### config.mk
export PLATFORM = sky130hd
export DESIGN_NAME = sie_div
export DESIGN_NICKNAME = d
export VERILOG_FILES = /design/src/sv/sie_pkg.sv /design/src/sv/sie_div.sv
export SDC_FILE = /design/constraint.sdc
export NUM_CORES = 1
export LEC_CHECK = 0
export BUFFER_PORTS_ARGS = -buffer_cell sky130_fd_sc_hd__buf_4
export CELL_PAD_IN_SITES_DETAIL_PLACEMENT = 0
export CELL_PAD_IN_SITES_GLOBAL_PLACEMENT = 1
export CORE_ASPECT_RATIO = 1.5
export CORE_MARGIN = 2
export CORE_UTILIZATION = 44
export CTS_CLUSTER_DIAMETER = 120
export CTS_CLUSTER_SIZE = 25
export DETAILED_ROUTE_END_ITERATION = 6
export HOLD_SLACK_MARGIN = 0.15
export PLACE_DENSITY = 0.82
export SETUP_SLACK_MARGIN = 0.05
export SYNTH_ARGS = -nofsm -noshare
export SYNTH_HDL_FRONTEND = slang
export SYNTH_SLANG_ARGS = --single-unit
### constraint.sdc
create_clock -name clock -period 3.7 [get_ports clock]
set_input_delay 0.185 -clock clock [delete_from_list [all_inputs] [get_ports clock]]
set_output_delay 0.185 -clock clock [all_outputs]
set_load 0.01 [all_outputs]
### src/sv/sie_pkg.sv
// Shared types and constants for the SH irradiance evaluator.
package sie_pkg;

   localparam int NUM_BASIS  = 9;
   localparam int FRAC_BITS  = 32;
   localparam int TABLE_SIZE = NUM_BASIS * 3;

   // Q32.32 basis scale factors
   localparam logic [63:0] FIX_ONE = 64'd4294967296;
   localparam logic [63:0] K_SH0   = 64'd1207959552;
   localparam logic [63:0] K_L1    = 64'd2090139136;
   localparam logic [63:0] K_L1N   = 64'(-64'sd2090139136);
   localparam logic [63:0] K_L2    = 64'd4685362176;
   localparam logic [63:0] K_L2N   = 64'(-64'sd4685362176);
   localparam logic [63:0] K_L20   = 64'd1355170304;
   localparam logic [63:0] K_L22   = 64'd2342681088;
   localparam logic [32:0] THR_RESET = 33'd429496730;

   // request kinds
   localparam logic KIND_LOAD = 1'b0;
   localparam logic KIND_EVAL = 1'b1;

   typedef enum logic [3:0] {
      S_IDLE, S_PROD, S_MAC_RD, S_MAC, S_SQ, S_SQRT, S_DIV, S_SCALE, S_OUT
   } state_type;

   // handshake between sequencer and an iterative unit
   typedef struct packed {
      logic start;
   } unit_req_type;

endpackage

### src/sv/sie_div.sv
// Bit-serial divider: (mag << 32) / len, quotient kept to 64 bits.
module sie_div (
   input  logic                  clock,
   input  logic                  reset,
   input  sie_pkg::unit_req_type ctl,
   input  logic [63:0]           mag,
   input  logic [32:0]           len,
   output logic                  done,
   output logic [63:0]           quot
);
   logic [63:0] dvd_ff, q_ff;
   logic [33:0] rem_ff, remx;
   logic [32:0] len_ff;
   logic [6:0]  cnt_ff;
   logic        busy_ff, done_ff, ge;

   always_comb begin
      remx = {rem_ff[32:0], dvd_ff[63]};
      ge   = remx >= {1'b0, len_ff};
   end

   always_ff @(posedge clock) begin
      if (reset) begin
         busy_ff <= 1'b0;
         done_ff <= 1'b0;
         cnt_ff  <= '0;
      end else begin
         done_ff <= 1'b0;
         if (ctl.start && !busy_ff) begin
            busy_ff <= 1'b1;
            cnt_ff  <= '0;
         end else if (busy_ff) begin
            cnt_ff <= cnt_ff + 7'd1;
            if (cnt_ff == 7'd95) begin
               busy_ff <= 1'b0;
               done_ff <= 1'b1;
            end
         end
      end
   end

   // 64 dividend bits then 32 zero bits
   always_ff @(posedge clock) begin
      if (ctl.start && !busy_ff) begin
         dvd_ff <= mag;
         len_ff <= len;
         rem_ff <= '0;
         q_ff   <= '0;
      end else if (busy_ff) begin
         dvd_ff <= dvd_ff << 1;
         rem_ff <= ge ? remx - {1'b0, len_ff} : remx;
         q_ff   <= {q_ff[62:0], ge};
      end
   end

   assign done = done_ff;
   assign quot = q_ff;
endmodule

Word-level counts from Yosys, hierarchy flattened --
Cells that the tools add are included.
Cells by class: magnitude comparators 1, equality and inequality tests 1, multiplexer cells 7, reductions and logical operators 5, add/sub/neg operators 2, bitwise gates (word level) 1
Operators by type and width (count):
- two-way mux 64 bit | 2
- greater-or-equal comparator 34 x 33 -> 1 bit | 1
- two-way mux 33 bit | 1
- subtractor 33 bit | 1
- adder 7 x 1 -> 7 bit (second input constant) | 1
- equality test 7 bit (second input constant) | 1
- two-way mux 1 bit | 4
- OR reduction 3 bit | 1
- nonzero test 2 bit | 1
- OR reduction 2 bit | 1
- logical AND 1 bit | 1
- zero test 1 bit | 1
- NOT 1 bit | 1
Word-level totals: logic and storage cells 24, bits in registers 203, output and inout port bits 65, bits of input ports 100

Longest topological paths before layout --
word-level depth 4, mapped depth 14, mapped depth without buffers 12

Least setup slack after synthesis --
Ideal clock, no wire load.
path type register to register, start reg dvd_ff[63], end reg rem_ff[18], buffers on the path 1, cell stages (with the launch flop) 14, period minus slack after synthesis 3.099 ns, arrival time 2.982 ns, path slack 0.601 ns, setup time 0.117 ns, data required time 3.583 ns, path through edfxtp_1 inv_1 ha_1 inv_1 fa_1 a211oi_1 o21ai_1 a21oi_2 a2111oi_4 o21a_2 nor2_2 buf_4 mux2_1 a22o_1
Between the ends: word-level cells in the longest chain between the ends 2, elaborated cells on any way between the ends 3, those cells by class add/sub: 1; order compare: 1; mux: 1
Ends and longest elaborated chain:
- from (decl) | line sie_div.sv:11 | logic [63:0] dvd_ff, q_ff;
- from (signal assigned) | line sie_div.sv:45 | dvd_ff <= mag;
- from (signal assigned) | line sie_div.sv:50 | dvd_ff <= dvd_ff << 1;
- subtractor 33 bit or greater-or-equal comparator 34 x 33 -> 1 bit (tied branches) | line sie_div.sv:51, sie_div.sv:19
- two-way mux 33 bit * | line sie_div.sv:51 | rem_ff <= ge ? remx - {1'b0, len_ff} : remx;
- to (signal assigned) | line sie_div.sv:51
- to (decl) | line sie_div.sv:12 | logic [33:0] rem_ff, remx;
Mark *: on every way between the ends. The rest lies on a longest branch, timed or not. A chain may end at the register's enable or synchronous reset.

Worst setup path after layout --
start reg dvd_ff[63], end reg rem_ff[4]
The elaborated chain is that of the path after synthesis.

==> impl_metrics.yaml <==
synth:
  syn-num-nets: 1051
  synth_edf_count: 97
  ys_seq_area_frac: 0.523
  synthArstFlopShare: 0
  syn_area_per_cell_um2: 10.5
  yosys_most_used_dff: "dfxtp_1"
  yosysWarnings: 0
  synth_cell_types: 56
  ys_ff_latch: 203
  syn_area_um2: 9620
  synth_cells: 916
grt:
  track_usage: 0.199
  grt_pass1_wl_um: 37900
  antenna_found_initial: 3
  grt_max_degree: 99
  grt_remaining_overflow: 0
  grt_pass1_vias: 7705
timing:
  rsz0062_at_grt: "false"
  fmax_mhz: 305
  slew_headroom: 0.536
  setup_violations: 0
  hold_ws_ns: 0.248
  period_share: 0.886
  slew_viol_final: 0
  hold_viol_final: 0
  tightest_slew_ns: 0.696
  fin_crit_ns: 3.28
  skew_ns: 0.0308
  finalSetupTns_ns: 0
clocking:
  clock_latency_ns: 0.48
  clk_path_buf_depth: 3
  ctsRootBufferMaster: "clkbuf_16"
  cts_sinks: 203
  post_cts_resize_count: 0
  numCtsBuffers: 12
  postCtsSetupBuffers: 0
  cts_hold_buf: 98
  htree_levels: 1
  clk_pin_slew_ns: 0.10
  cts_tree: "built"
power:
  power.static_leakage_uw: 0.00498
  vdd.ir_drop.worst_uv: 436
  total_power_uw: 6260
  power_density_nw_per_um2: 502
die:
  io_pins: 165
  die_h_um: 185
  coreArea_um2: 21600
  rows: 66
  die_w_um: 125
  start_util: 0.446
  die_area_um2: 23100
worst_setup_path:
  reg2reg_depth: 13
  worstPathMaxFanout: 19
  crit_path_start: "dvd_ff[63]"
  worstPathRequired_ns: 4.08
  end_kind: "flip-flop"
  r2r-end: "rem_ff[4]"
  worst-setup-path-type: "reg2reg"
  cp.arrival_ns: 3.65
  r2r_setup_slack_ns: 0.42
  rr_startpoint: "dvd_ff[63]"
  startpoint_type: "flip-flop"
finish:
  syn_to_final_growth_pct: 29.6
  register_area_um2: 5040
  layout-drive-gt1-share: 0.232
  nets: 1288
  fin_cells: 1436
  multiInputGateArea_um2: 4210
  fill_cells: 1843
route:
  first_iter_violations: 380
  drc: 0
  routed_via_density: 5.20
  antenna_left: 0
  vias: 7473
  wire_per_inst_um: 16.4
  routed_wl_um: 23500
  first_pass_iters: 5
worst_hold_path:
  min_path_type: "in2reg"
  holdPathStages: 2
  worst_hold_path.endpoint: "quot[45]"
  hold_path.startpoint: "ctl"
placement:
  globalplace.congestion: 0.879
  io_buffers: 164
  hpwl_um: 15100
  dp.cells: 1313
run:
  maxCapViolCount: 0
status:
  outcome: "finished clean"
[placed cells by master (no fill, tap or decap), types with 34 or more instances in the layout]
cell type,Yosys,final
dfxtp_1,106,105
mux2_2,69,69
buf_4,1,174
edfxtp_1,97,97
ha_1,34,34
o21ai_0,95,95
inv_1,50,49
nand2b_1,65,65
a21oi_1,39,39
nand2_1,100,100
dlygate4sd3_1,0,98
[per-stage QoR]
step	instance area [um2]	setup WS, ns	util
floorplan	9620	0.601	-
global placement	11100	0.513	0.515
detailed placement	11100	0.457	0.515
CTS	12500	0.414	0.578
global route	12500	0.180	0.578
finish	12500	0.422	0.579
[where the power goes]
| part | switching [uW] | internal (uW) |
|---|---|---|
| clock network | 773 | 668 |
| logic | 1080 | 950 |
| registers | 161 | 2630 |
[flip-flops by register name (all words and copies together), names as in the netlist]
| signal | count |
|---|---|
| busy_ff | 1 |
| cnt_ff | 7 |
| quot | 64 |
| rem_ff | 33 |
| done | 1 |
| len_ff | 33 |
| dvd_ff | 64 |
[final cells by class]
| cell class | instances | area share |
|---|---|---|
| inverter | 50 | 0.0150 |
| multi-input combinational | 613 | 0.337 |
| timing repair buffer | 273 | 0.185 |
| clock buffer | 18 | 0.0276 |
| clock inverter | 1 | 0.00241 |
| tap | 272 | 0.0273 |
| antenna | 6 | 0.00120 |
| sequential | 203 | 0.404 |
[per-layer routing]
layer,routed length [um],global-route usage
met5,0,0
met4,958,0.0899
met3,1000,0.0300
met2,12400,0.374
met1,9140,0.221
[worst max-delay path by stage]
| stage | end | slack (ns) | cells after the start |
|---|---|---|---|
| after floorplan | rem_ff[18] | 0.60 | 13 |
| after global placement | rem_ff[1] | 0.51 | 13 |
| after detailed placement | rem_ff[4] | 0.46 | 13 |
| after CTS | rem_ff[4] | 0.41 | 13 |
| after global routing | rem_ff[3] | 0.18 | 13 |
| final | rem_ff[4] | 0.42 | 13 |
[worst max-delay path, stage by stage (launching register included)]
cell and delay (ns):
edfxtp_1 0.37, inv_1 0.08, ha_1 0.17, inv_1 0.06
fa_1 0.42, a211oi_1 0.32, o21ai_1 0.13, a21oi_2 0.33
a2111oi_4 0.13, o21a_2 0.23, nor2_2 0.10, buf_4 0.28
mux2_2 0.37, a22o_1 0.18
[cells by family (layout without fill, tap and decap cells)]
kind of cell	after synthesis	after routing	synth area share
AND/OR/NAND/NOR	246	246	0.125
XOR/XNOR	34	34	0.0310
other	0	6	0
adder cells (fa/ha/maj)	35	35	0.0463
flip-flops	203	203	0.523
buffers and inverters	100	342	0.0403
multiplexers	82	82	0.0956
AO/OA/AOI/OAI	216	216	0.139
[cells in the mapped netlist (2+ instances only)]
master	n	area, um2
dfxtp_1	106	2120
xor2_1	15	131
o21ai_1	10	50.1
buf_1	2	7.51
a211oi_1	6	45.0
a21oi_1	39	195
o211ai_1	6	45.0
nand2_1	100	375
mux2_2	69	777
o21bai_1	2	15.0
a32oi_1	13	114
edfxtp_1	97	2910
nand2b_1	65	407
inv_1	50	188
nor2b_1	2	12.5
mux2i_1	3	30.0
a21o_1	9	67.6
nor3_1	10	50.1
xnor2_1	19	166
ha_1	34	425
nand4_1	16	100
mux2_1	10	113
nand3_1	5	25.0
a22o_1	18	158
clkbuf_1	45	169
or3_1	3	18.8
nor2_1	35	131
o21ai_0	95	475
a31oi_1	4	25.0
o21a_1	2	15.0
Note: power is estimated with default switching activity, not from simulation.
