### config.mk
export PLATFORM = sky130hd
export DESIGN_NAME = sie_mul
export DESIGN_NICKNAME = d
export VERILOG_FILES = /design/src/sv/sie_pkg.sv /design/src/sv/sie_mul.sv
export SDC_FILE = /design/constraint.sdc
export NUM_CORES = 2
export LEC_CHECK = 0
export ABC_CLOCK_PERIOD_IN_PS = 12900
export BUFFER_PORTS_ARGS = -buffer_cell sky130_fd_sc_hd__buf_4
export CORE_ASPECT_RATIO = 1.5
export CORE_MARGIN = 1
export CORE_UTILIZATION = 35
export CTS_BUF_LIST = sky130_fd_sc_hd__clkbuf_8
export CTS_CLUSTER_DIAMETER = 100
export DETAILED_ROUTE_END_ITERATION = 10
export MAX_ROUTING_LAYER = met4
export SYNTH_ARGS = -nofsm -noshare
export SYNTH_HDL_FRONTEND = slang
export SYNTH_SLANG_ARGS = --single-unit
export TNS_END_PERCENT = 100
### constraint.sdc
create_clock -name clock -period 12.9 [get_ports clock]
set_input_delay 1.29 -clock clock [delete_from_list [all_inputs] [get_ports clock]]
set_output_delay 1.29 -clock clock [all_outputs]
set_load 0.02 [all_outputs]
### src/sv/sie_pkg.sv
// Shared types and constants for the SH irradiance evaluator.
package sie_pkg;

   localparam int NUM_BASIS  = 9;
   localparam int FRAC_BITS  = 32;
   localparam int TABLE_SIZE = NUM_BASIS * 3;

   // Q32.32 basis scale factors
   localparam logic [63:0] FIX_ONE = 64'd4294967296;
   localparam logic [63:0] K_SH0   = 64'd1207959552;
   localparam logic [63:0] K_L1    = 64'd2090139136;
   localparam logic [63:0] K_L1N   = 64'(-64'sd2090139136);
   localparam logic [63:0] K_L2    = 64'd4685362176;
   localparam logic [63:0] K_L2N   = 64'(-64'sd4685362176);
   localparam logic [63:0] K_L20   = 64'd1355170304;
   localparam logic [63:0] K_L22   = 64'd2342681088;
   localparam logic [32:0] THR_RESET = 33'd429496730;

   // request kinds
   localparam logic KIND_LOAD = 1'b0;
   localparam logic KIND_EVAL = 1'b1;

   typedef enum logic [3:0] {
      S_IDLE, S_PROD, S_MAC_RD, S_MAC, S_SQ, S_SQRT, S_DIV, S_SCALE, S_OUT
   } state_type;

   // handshake between sequencer and an iterative unit
   typedef struct packed {
      logic start;
   } unit_req_type;

endpackage

### src/sv/sie_mul.sv
// Iterative signed Q32.32 multiplier: four 33x33 partial products.
module sie_mul (
   input  logic                  clock,
   input  logic                  reset,
   input  sie_pkg::unit_req_type ctl,
   input  logic [63:0]           a,
   input  logic [63:0]           b,
   output logic                  busy,
   output logic                  done,
   output logic [63:0]           result
);
   logic [63:0] a_ff, b_ff;
   logic [95:0] acc_ff, acc_in;
   logic signed [65:0] prod_ff;
   logic [2:0]  cnt_ff;
   logic        busy_ff, done_ff;
   logic signed [32:0] oa, ob;
   logic [95:0] pext;
   logic [1:0]  prev;

   // operand halves: low half unsigned, high half signed
   always_comb begin
      case (cnt_ff[1:0])
         2'd0: begin oa = {1'b0, a_ff[31:0]};  ob = {1'b0, b_ff[31:0]};  end
         2'd1: begin oa = {1'b0, a_ff[31:0]};  ob = {b_ff[63], b_ff[63:32]}; end
         2'd2: begin oa = {a_ff[63], a_ff[63:32]}; ob = {1'b0, b_ff[31:0]}; end
         default: begin oa = {a_ff[63], a_ff[63:32]}; ob = {b_ff[63], b_ff[63:32]}; end
      endcase
   end

   // align the previous partial product
   always_comb begin
      prev = 2'(cnt_ff - 3'd1);
      pext = {{30{prod_ff[65]}}, prod_ff};
      case (prev)
         2'd0:    acc_in = acc_ff + pext;
         2'd3:    acc_in = acc_ff + (pext << 64);
         default: acc_in = acc_ff + (pext << 32);
      endcase
   end

   always_ff @(posedge clock) begin
      if (reset) begin
         busy_ff <= 1'b0;
         done_ff <= 1'b0;
         cnt_ff  <= '0;
      end else begin
         done_ff <= 1'b0;
         if (ctl.start && !busy_ff) begin
            busy_ff <= 1'b1;
            cnt_ff  <= '0;
         end else if (busy_ff) begin
            cnt_ff <= cnt_ff + 3'd1;
            if (cnt_ff == 3'd4) begin
               busy_ff <= 1'b0;
               done_ff <= 1'b1;
            end
         end
      end
   end

   always_ff @(posedge clock) begin
      if (ctl.start && !busy_ff) begin
         a_ff   <= a;
         b_ff   <= b;
         acc_ff <= '0;
      end else if (busy_ff) begin
         if (cnt_ff != 3'd4) prod_ff <= oa * ob;
         if (cnt_ff != 3'd0) acc_ff <= acc_in;
      end
   end

   assign busy   = busy_ff;
   assign done   = done_ff;
   assign result = acc_ff[95:32];
endmodule

-- Yosys cells after proc, flatten, opt, wreduce, memory -nomap -nowiden
Index checks and enable logic that the tools add are counted.
- register bits after elaboration: 295
- input port bits: 131
- add/sub/neg operators: 5
- multiply operators: 1
- equality and inequality tests: 5
- muxes and demuxes: 7
- bitwise operators: 2
- reductions and logical operators: 11
- operators by type and width (cell ; count):
    $add 96x96->96 ; 3
    $pmux 96 s2 ; 1
    $mul 33x33->66 ; 1
    $mux 33 ; 2
    $reduce_or 2->1 ; 3
    $eq 2x2->1 const B ; 2
    $logic_not 2->1 ; 2
    $mux 1 ; 4
    $add 3x1->3 const B ; 1
    $eq 3x3->1 const B ; 1
    $ne 3x3->1 const B ; 1
    $reduce_and 3->1 ; 1
    $reduce_bool 3->1 ; 1
    $reduce_or 3->1 ; 1
    $eq 2x1->1 const B ; 1
    $not 1->1 ; 2
    $reduce_and 2->1 ; 1
    $sub 2x1->2 const B ; 1
    $logic_and 1x1->1 ; 1
    $logic_not 1->1 ; 1

-- Depth between registers and ports, before layout
- word-level depth: 4
- mapped depth: 38
- mapped depth without buffers: 33

-- Least setup slack after synthesis
No wires, ideal clock.
- path kind: reg2reg
- start point: register cnt_ff[0]
- end point: register prod_ff[60], data pin
- setup time: 0.264 ns
- arrival time: 9.422 ns
- setup slack: 3.214 ns
- cell stages (with the launch flop): 33
- path buffers: 3
- path through: dfxtp_1 inv_1 ha_1 clkbuf_1 nor2_1 buf_1 buf_1 mux2_2 nand2_1 inv_1 fa_1 fa_1 fa_1 inv_1 fa_1 inv_1 fa_1 fa_1 fa_1 inv_1 fa_1 inv_1 ha_1 and3_1 nand2_1 nor3_1 nand2_1 o32a_1 o2111ai_1 a31oi_1 a21oi_1 a21oi_1 xnor2_1
- word-level cells in the longest chain between the ends: 4
- elaborated cells between the ends (all ways): 8
- RTL lines (element ; RTL line ; RTL):
    from (decl) ; sie_mul.sv:15 ; logic [2:0] cnt_ff;
    from (signal assigned) ; sie_mul.sv:53 ; cnt_ff <= cnt_ff + 3'd1;
    $eq 2x1->1 (tied with other cells) ; sie_mul.sv:23 ; case (cnt_ff[1:0])
    $reduce_or 2->1 (no line) ; -- ;
    $mux 33 ; sie_mul.sv:23 ;
    $mul 33x33->66 * ; sie_mul.sv:68 ; if (cnt_ff != 3'd4) prod_ff <= oa * ob;
    to (signal assigned) ; sie_mul.sv:68 ;
    to (decl) ; sie_mul.sv:14 ; logic signed [65:0] prod_ff;
Every way passes the cells marked *; elsewhere a longest branch is shown, timed or not.
A chain may end at the register's enable or synchronous reset.

-- Worst setup path in the final report
- start point: register cnt_ff[0]
- end point: register prod_ff[52], data pin
The elaborated chain is that of the path after synthesis.

==> metrics <==
CORE AREA 172,000 sq um; M1 wire length approximately 80 mm; PortBufs 196; crit path kind flop to flop; gr usage total 0.282; Top FF cell, synth edfxtp_1; GRT overflow 0; top-area cell type share of the netlist area 0.379; post-cts resize count 0; DRT Pass-1 Iters 7; FMAX 0.0864 GHz; H-tree depth 2; critical path capture point type flop; cts bufs inserted 54; DRT antenna net count 0; number of synthesized flops with an enable pin 194; Routed met2 length 117 mm; initial antenna violation count 7; clk_lat worst skew ~0.85 ns; Root Buffer clkbuf_8; # IOs approximately 200; reg2reg start cnt_ff[0]$_SDFFE_PP0P_; commonest non-fill, non-tap cell in the layout inv_1; top post-synthesis cells by area fa_1, edfxtp_1, ha_1; Seq cells post-synth 295; hold path depth 2; worst reg-to-reg path cell count 32; Die ar. approximately 170,000 sq um; Final #Nets 8,447; Synth Warn # 0; DR iter-0 viols 3,548; Worst Skew 0.130 ns; Setup Buffers After CTS 0; Starting Density 0.353; most numerous cell on the critical path fa_1; Worst-Margin Slew ~1.3 ns; most frequent cells in the layout inv_1, fa_1, nor2_1; CP max stage delay 1.12 ns; syn_area_per_cell 8.93 sq um; crit path DAT 12.04 ns; share of post-route cells with drive strength above 1 0.0771; Die W roughly 340 um; routed length on met3 14.7 mm; clock slew at reported path FFs 0.07 ns; sequential fraction of the synthesis area 0.129; CTS tree done; ys async rst share 0; first-pass GRT wire length 349 mm; min cycle time layout 11.57 ns; total wire length 238 mm; Syn Std Cell Area 60,600 sq um; max layer used met4; Post-CTS Hold Buffers 0; Req. time, crit path 13.38 ns; GP Congestion 1.02; Avg WL per Cell 26.2 um; CP max FO 38; Hold Violations, Final 0; post-DP HPWL 193 mm; Worst Hold Path EP acc_ff[4]$_SDFFE_PP0P_; run status finished, final reports clean; Slew Viols, Final 0; total negative slack 0 ns; vias per inst 5.51; Hold Crit Class flop to flop; Synth cell types 84; Area Overhead vs Synth 7.91%; Syn Nets 8,481; Post-Synthesis Cells 6,790; Final period util 0.897; Chip Height roughly 510 um; Worst slew margin 0.110; DRC viols 0; clk buf depth 3; hold_ws 0.462 ns; unrepaired setup endpoints after global routing no; Worst R2R Setup Slack 1.33 ns; clk sink count 295; Critical-path top delay cell mux2i_2; Synth area leader fa_1; reg2reg end prod_ff[52]$_DFFE_PP_; Max Cap Violations 0; vias in the first global route 53,729; final setup vio count 0; routed vias between 40,000 and 50,000; row cnt 186; critical path launch point type flop; largest net degree at the start of global routing slightly above 80; hold_sp acc_ff[4]$_SDFFE_PP0P_
critical path: cells and delay by family, from the launching register on:
family          cells  cell delay, ns
fa+ha+maj          10            4.46
compound gates      8            2.48
buf+inv             9            1.95
mux                 1            1.12
simple gates        3            0.67
flops               1            0.41
xor+xnor            1            0.15
layer usage:
layer  vias up  global-route usage
met4         0               0.230
met3       854              0.0413
li1      21583                   -
met1     25251               0.289
met2      2200               0.476
met5         -                   -
state kept, by name (all words and copies together), names as in the netlist:
register / flops
prod_ff: 66
a_ff: 64
b_ff: 64
acc_ff: 96
busy: 1
cnt_ff: 3
done: 1
Yosys cell counts, types with 46 or more instances:
library cell and number:
nor2_1 758, clkbuf_1 296, o21ai_0 210, nand4_1 76
a21o_1 133, fa_1 1148, o21bai_1 53, dfxtp_1 101
buf_4 64, a21oi_1 332, mux2i_1 71, nand3_1 67
mux2_2 65, ha_1 412, xnor2_1 145, nand2_1 746
nor3_1 67, xor2_1 77, a221oi_1 46, inv_1 1210
edfxtp_1 194
metrics by stage:
stage / std cells / setup slack [ns] / util / cell area [sq um]
final: 9057 / 1.33 / 0.381 / 65400
after CTS: 9054 / 1.39 / 0.381 / 65400
after floorplan: 6790 / 3.21 / - / 60600
after detailed placement: 8956 / 1.42 / 0.375 / 64200
after global routing: 9057 / 1.01 / 0.381 / 65400
after global placement: 8956 / 1.56 / 0.375 / 64200
cell families after synthesis:
group	share of synthesized area
DFF	0.129
xor gates and xnor gates	0.0321
muxes	0.0238
buffers and inverters	0.103
adders and majority gates	0.464
and+or+nand+nor	0.132
AOI/OAI and AO/OA	0.115
how the worst max path moves through the flow:
stage | start | end | slack, ns | depth (start not counted)
6_report | cnt_ff[0]$_SDFFE_PP0P_ | prod_ff[52]$_DFFE_PP_ | 1.33 | 32
5_1_grt | cnt_ff[0]$_SDFFE_PP0P_ | prod_ff[52]$_DFFE_PP_ | 1.01 | 32
4_1_cts | cnt_ff[0]$_SDFFE_PP0P_ | prod_ff[52]$_DFFE_PP_ | 1.39 | 32
3_5_place_dp | cnt_ff[0]$_SDFFE_PP0P_ | prod_ff[52]$_DFFE_PP_ | 1.42 | 32
3_3_place_gp | cnt_ff[0]$_SDFFE_PP0P_ | prod_ff[52]$_DFFE_PP_ | 1.56 | 32
2_1_floorplan | cnt_ff[0]$_SDFFE_PP0P_ | prod_ff[60]$_DFFE_PP_ | 3.21 | 32
layout make-up:
cell class                 count  area, sq um
fill                       17277       106000
multi-input combinational   4900        46800
sequential                   295         7850
inverter                    1210         4550
tap                         2256         2820
timing repair buffer         295         2230
clock buffer                  57          785
clock inverter                41          375
antenna                        3         7.51
Power is left out: the tool's default activity adds up to more than one toggle a clock period on the data nets, which glitch-free logic cannot reach.
