==> src/sv/sie_pkg.sv <==
// Shared types and constants for the SH irradiance evaluator.
package sie_pkg;

   localparam int NUM_BASIS  = 9;
   localparam int FRAC_BITS  = 32;
   localparam int TABLE_SIZE = NUM_BASIS * 3;

   // Q32.32 basis scale factors
   localparam logic [63:0] FIX_ONE = 64'd4294967296;
   localparam logic [63:0] K_SH0   = 64'd1207959552;
   localparam logic [63:0] K_L1    = 64'd2090139136;
   localparam logic [63:0] K_L1N   = 64'(-64'sd2090139136);
   localparam logic [63:0] K_L2    = 64'd4685362176;
   localparam logic [63:0] K_L2N   = 64'(-64'sd4685362176);
   localparam logic [63:0] K_L20   = 64'd1355170304;
   localparam logic [63:0] K_L22   = 64'd2342681088;
   localparam logic [32:0] THR_RESET = 33'd429496730;

   // request kinds
   localparam logic KIND_LOAD = 1'b0;
   localparam logic KIND_EVAL = 1'b1;

   typedef enum logic [3:0] {
      S_IDLE, S_PROD, S_MAC_RD, S_MAC, S_SQ, S_SQRT, S_DIV, S_SCALE, S_OUT
   } state_type;

   // handshake between sequencer and an iterative unit
   typedef struct packed {
      logic start;
   } unit_req_type;

endpackage

==> src/sv/sie_sqrt.sv <==
// Bit-serial floor square root of (sum << 32), one root bit per cycle.
module sie_sqrt (
   input  logic                  clock,
   input  logic                  reset,
   input  sie_pkg::unit_req_type ctl,
   input  logic [63:0]           sum,
   output logic                  done,
   output logic [47:0]           root
);
   logic [95:0] rad_ff;
   logic [51:0] rem_ff, remx, trial;
   logic [47:0] root_ff;
   logic [5:0]  cnt_ff;
   logic        busy_ff, done_ff, ge;

   // one restoring step
   always_comb begin
      remx  = {rem_ff[49:0], rad_ff[95:94]};
      trial = {2'b00, root_ff, 2'b01};
      ge    = remx >= trial;
   end

   always_ff @(posedge clock) begin
      if (reset) begin
         busy_ff <= 1'b0;
         done_ff <= 1'b0;
         cnt_ff  <= '0;
      end else begin
         done_ff <= 1'b0;
         if (ctl.start && !busy_ff) begin
            busy_ff <= 1'b1;
            cnt_ff  <= '0;
         end else if (busy_ff) begin
            cnt_ff <= cnt_ff + 6'd1;
            if (cnt_ff == 6'd47) begin
               busy_ff <= 1'b0;
               done_ff <= 1'b1;
            end
         end
      end
   end

   always_ff @(posedge clock) begin
      if (ctl.start && !busy_ff) begin
         rad_ff  <= {sum, 32'd0};
         rem_ff  <= '0;
         root_ff <= '0;
      end else if (busy_ff) begin
         rad_ff  <= rad_ff << 2;
         rem_ff  <= ge ? remx - trial : remx;
         root_ff <= {root_ff[46:0], ge};
      end
   end

   assign done = done_ff;
   assign root = root_ff;
endmodule

==> config.mk <==
export PLATFORM = sky130hd
export DESIGN_NAME = sie_sqrt
export DESIGN_NICKNAME = d
export VERILOG_FILES = /design/src/sv/sie_pkg.sv /design/src/sv/sie_sqrt.sv
export SDC_FILE = /design/constraint.sdc
export NUM_CORES = 1
export LEC_CHECK = 0
export BUFFER_PORTS_ARGS = -buffer_cell sky130_fd_sc_hd__buf_2
export CORE_MARGIN = 5
export CORE_UTILIZATION = 53
export CTS_CLUSTER_DIAMETER = 60
export CTS_CLUSTER_SIZE = 12
export DETAILED_ROUTE_END_ITERATION = 10
export PLACE_DENSITY = 0.81
export SLEW_MARGIN = 30
export SYNTH_ARGS = -nofsm -noshare
export SYNTH_HDL_FRONTEND = slang
export SYNTH_SLANG_ARGS = --single-unit
==> constraint.sdc <==
create_clock -name clock -period 3.48 [get_ports clock]
set_clock_uncertainty 0.05 [all_clocks]
set_input_delay 1.044 -clock clock [delete_from_list [all_inputs] [get_ports clock]]
set_output_delay 1.044 -clock clock [all_outputs]
set_load 0.005 [all_outputs]
Word-level counts from Yosys, hierarchy flattened --
Cells that the tools add are included.
Storage, ports and cells: word-level logic and storage cells 23, flip-flop bits (word level) 170, output and inout port bits 49, input bits 67
Operators by class: bitwise logic cells 1, eq/ne operators 1, add/sub/neg operators 2, order comparisons 1, reduce and logical (&&, ||, !) cells 5, muxes and demuxes 7
Operator list (count):
- 96-bit two-way mux | 2
- 52-bit by 50-bit greater-or-equal comparator with 1-bit output | 1
- 50-bit two-way mux | 1
- 50-bit subtractor | 1
- 6-bit by 1-bit adder with 6-bit output, second input constant | 1
- 6-bit == test, second input constant | 1
- 1-bit two-way mux | 4
- 3-bit OR reduction | 1
- 2-bit nonzero test | 1
- 2-bit OR reduction | 1
- 1-bit logical AND | 1
- 1-bit logical NOT | 1
- 1-bit NOT | 1

Logic depth before layout (Yosys ltp) --
word-level depth 4, mapped depth 14, mapped depth without buffers 11

Worst setup path before layout --
No wires, ideal clock.
path kind input-to-reg, start point input port ctl, end point register rad_ff[32] (enable), arrival time 2801 ps, required time 3012 ps, cell stages on the path 4, library setup time 418 ps, path slack 211 ps, path buffers 2, cell sequence clkbuf_1 nor2_1 clkbuf_1 inv_1
On the way: cells in the longest elaborated chain, start to end 2
RTL lines:
- start, declared | RTL line sie_sqrt.sv:5 | input sie_pkg::unit_req_type ctl,
- 1-bit logical AND | RTL line sie_sqrt.sv:44 | if (ctl.start && !busy_ff) begin
- 2-bit nonzero test (no line)
- end signal, assigned | RTL line sie_sqrt.sv:45 | rad_ff <= {sum, 32'd0};
- end signal, assigned | RTL line sie_sqrt.sv:49 | rad_ff <= rad_ff << 2;
- end, declared | RTL line sie_sqrt.sv:10 | logic [95:0] rad_ff;
No other way between the ends. A chain may end at the register's enable or synchronous reset.

Worst setup path after layout --
start point register root_ff[9], in the netlist root[9], end point register rem_ff[21]
On the way: cells in the longest elaborated chain, start to end 2, elaborated cells between the ends (all ways) 3, those cells by class 1 x add/sub; 1 x order compare; 1 x mux
RTL lines:
- start, declared | RTL line sie_sqrt.sv:12 | logic [47:0] root_ff;
- start signal, assigned | RTL line sie_sqrt.sv:51 | root_ff <= {root_ff[46:0], ge};
- 50-bit subtractor or 52-bit by 50-bit greater-or-equal comparator with 1-bit output (tied branches) | RTL line sie_sqrt.sv:50, sie_sqrt.sv:20
- 50-bit two-way mux * | RTL line sie_sqrt.sv:50 | rem_ff <= ge ? remx - trial : remx;
- end signal, assigned | RTL line sie_sqrt.sv:50
- end, declared | RTL line sie_sqrt.sv:11 | logic [51:0] rem_ff, remx, trial;
Every way passes the cells marked *; elsewhere a longest branch is shown, timed or not.

==> results.yml <==
clock_tree:
  root_buffer: "clkbuf_16"
  cts_buffers: 17
  h-tree-depth: 4
  cts_setup_buffers: 0
  cts_tree: "done"
  post_cts_resize_count: 0
  clk_pin_slew_ps: 70
  clkLatencyLatePin_ps: 440
  clock_path_buffers: 2
  clkSinkCount: 170
  hold_buffers: 0
synthesis:
  synth_fp_nets: 1187
  synthDistinctLibCells: 72
  synth_top_area_frac: 0.2167
  synth_largest_area_cell: "dfxtp_1"
  ys_seq_area_frac: 0.4129
  avgSynthCellArea_um2: 9.161
  synth_commonest_cells: "nand2_1 (125), dfxtp_1 (106), a21oi_1 (89)"
  synth_ff_type: "dfxtp_1"
  syn_area_um2: 9793
  synth-seq-cells: 170
  synthCells: 1069
  synth_most_common_cell: "nand2_1"
  async_reset_ff_frac: 0
  synth_edf_count: 64
  ys_warn_count: 0
  synth.area.top_cells: "dfxtp_1 (22%), edfxtp_1 (20%), mux2_2 (7.2%), ha_1 (6.5%), nand2_1 (4.8%)"
cells_and_area:
  synthToLayoutAreaGrowth_pct: 13.03
  insertedDiodeCount: 0
  nets: 1271
  drive_gt1_frac: 0.2153
place:
  place_ws_ps: 483.8
  gp_congestion: 0.9845
  portBuffers: 115
  dp.final_hpwl_um: 16520
timing:
  setup_violations: 0
  fin_tns_setup_ps: 0
  maxSlewHeadroom: 0.4288
  min_period_over_period: 0.8867
  finalCriticalPeriod_ps: 3086
  worstMarginPinSlew_ps: 856.8
  hold_viol_final: 0
  finalMaxSlewViolations: 0
  rsz0062_at_grt: "no"
  setup_slack_ps: 394.4
  holdWs_ps: 424.3
  max_freq_mhz: 324.1
die:
  start_util: 0.5415
  num_rows: 49
  coreArea_um2: 18090
  dieWidth_um: 145.9
  die_area_um2: 21300
  dieHeight_um: 145.9
  ios: 116
run_status:
  outcome: "finished clean"
grt:
  grt_pass1_wl_um: 39010
  grt_max_degree: 90
  gr-total-overflow: 0
  grt_usage: 0.2187
  antenna_found_initial: 0
  grt_pass1_vias: 7931
setup_path:
  slowest_stage: "ha_1"
  crit_type: "reg2reg"
  r2r_setup_slack_ps: 390
  crit_arrival_ps: 3410
  crit_path_end_kind: "register"
  reg2reg_to: "rem_ff[21]$_SDFFE_PP0P_"
  cp-endpoint: "rem_ff[21]$_SDFFE_PP0P_"
  cpMostUsedCell: "nand4_1"
  cp_num_cells: 12
  critPathMaxStageDelay_ps: 450
  cp_cell_sequence: "inv_1 > ha_1 > nand4_1 > nor4_1 > nand4_1 > a31oi_1 > a41oi_2 > o21ai_2 > buf_4 > nor2_1 > a21oi_1 > a22o_1"
  ff2ff_path_depth: 12
  required_ps: 3810
  crit_family: "simple AND/OR/NAND/NOR gates"
  startpoint: "root[9]$_SDFFE_PP0P_"
  crit_fanout: 12
  crit_buf_inv: 2
  cp-start-kind: "register"
  reg2reg_from: "root[9]$_SDFFE_PP0P_"
flow_run:
  drv_cap: 0
hold_path:
  min_path_type: "reg2reg"
drt:
  drtIter0Drc: 681
  viasPerCell: 5.854
  firstDrtPassIters: 5
  vias: 8167
  post_drt_wl_per_cell_um: 16.67
  drc: 0
  ant_nets: 0
  wirelength_um: 23250
power_and_ir_drop:
  power.static_leakage_nw: 4.543
  power_density_nw_per_um2: 890.9
  peakVddDrop_v: 0.0005603
## logic make-up after synthesis
logic type	after synthesis	share of synthesized area
flops	170	0.4129
xor+xnor	51	0.04561
simple gates	272	0.1266
buf+inv	134	0.05992
mux	69	0.07908
fa+ha+maj	51	0.06516
compound gates	322	0.2107
## cell usage in the layout, fill, tap and decap left out, types with 16 or more instances in the layout
cell type	netlist	final
a21o_1	21	21
nand4_1	18	18
xnor2_1	25	25
dfxtp_1	106	105
nor2_1	55	53
a21oi_1	89	89
ha_1	51	51
edfxtp_1	64	64
o21ai_1	27	27
mux2_2	63	63
xor2_1	26	26
nand2_1	125	125
o21ai_0	53	53
inv_1	68	67
clkbuf_16	0	17
o31ai_1	49	49
buf_2	15	115
nand3_1	16	16
## state kept, by name, indices dropped and copies added, names as in the netlist
register / count
root: 48
rem_ff: 50
done: 1
busy_ff: 1
cnt_ff: 6
rad_ff: 64
## layout make-up
class / instances / area (um^2)
fillers: 1491 / 7017
multi-input cells: 765 / 5172
flip-flops and latches: 170 / 4048
repair buffers: 131 / 720.7
clock buffers: 18 / 429.2
well taps: 229 / 286.5
inverters: 68 / 255.2
clock inverters: 14 / 157.7
## worst min path at each step
stage / cells past startpoint / slack, ps / endpoint / startpoint
CTS: 2 / 430 / root[42]$_SDFFE_PP0P_ / root[41]$_SDFFE_PP0P_
global route: 2 / 450 / rem_ff[4]$_SDFFE_PP0P_ / rem_ff[4]$_SDFFE_PP0P_
floorplan: 2 / 390 / rem_ff[4]$_SDFFE_PP0P_ / rem_ff[4]$_SDFFE_PP0P_
finish: 2 / 420 / root[42]$_SDFFE_PP0P_ / root[41]$_SDFFE_PP0P_
global placement: 2 / 410 / rem_ff[0]$_SDFFE_PP0P_ / rem_ff[0]$_SDFFE_PP0P_
detailed placement: 2 / 410 / root[25]$_SDFFE_PP0P_ / root[24]$_SDFFE_PP0P_
## per-stage QoR
step             util  std cells  power (W)  area [um^2]
6_report       0.6120       1395   0.009861        11070
5_1_grt        0.6120       1395    0.01058        11070
4_1_cts        0.6120       1395   0.009796        11070
3_5_place_dp   0.5796       1363   0.007850        10480
3_3_place_gp   0.5796       1363   0.007782        10480
2_1_floorplan       -       1069   0.006902         9793
## worst register-to-register path, stage by stage (launching register included)
cell	delay, ps
dfxtp_1	360
inv_1	70
ha_1	450
nand4_1	230
nor4_1	450
nand4_1	170
a31oi_1	240
a41oi_2	70
o21ai_2	240
buf_4	310
nor2_1	80
a21oi_1	170
a22o_1	150
## where the power goes
group          internal (W)  switching, W
clock               0.00102      0.000878
sequential          0.00241      0.000223
combinational       0.00218       0.00316
## routing by layer
metal / global-route usage / part of all wire / vias up
met3: 0.05107 / 0.064 / 36
met1: 0.2902 / 0.45 / 3821
met4: 0.05888 / 0.015 / 0
li1: - / - / 4034
met5: 0 / 0 / -
met2: 0.3605 / 0.47 / 276
No activity file was read; power rests on OpenSTA's default activity.
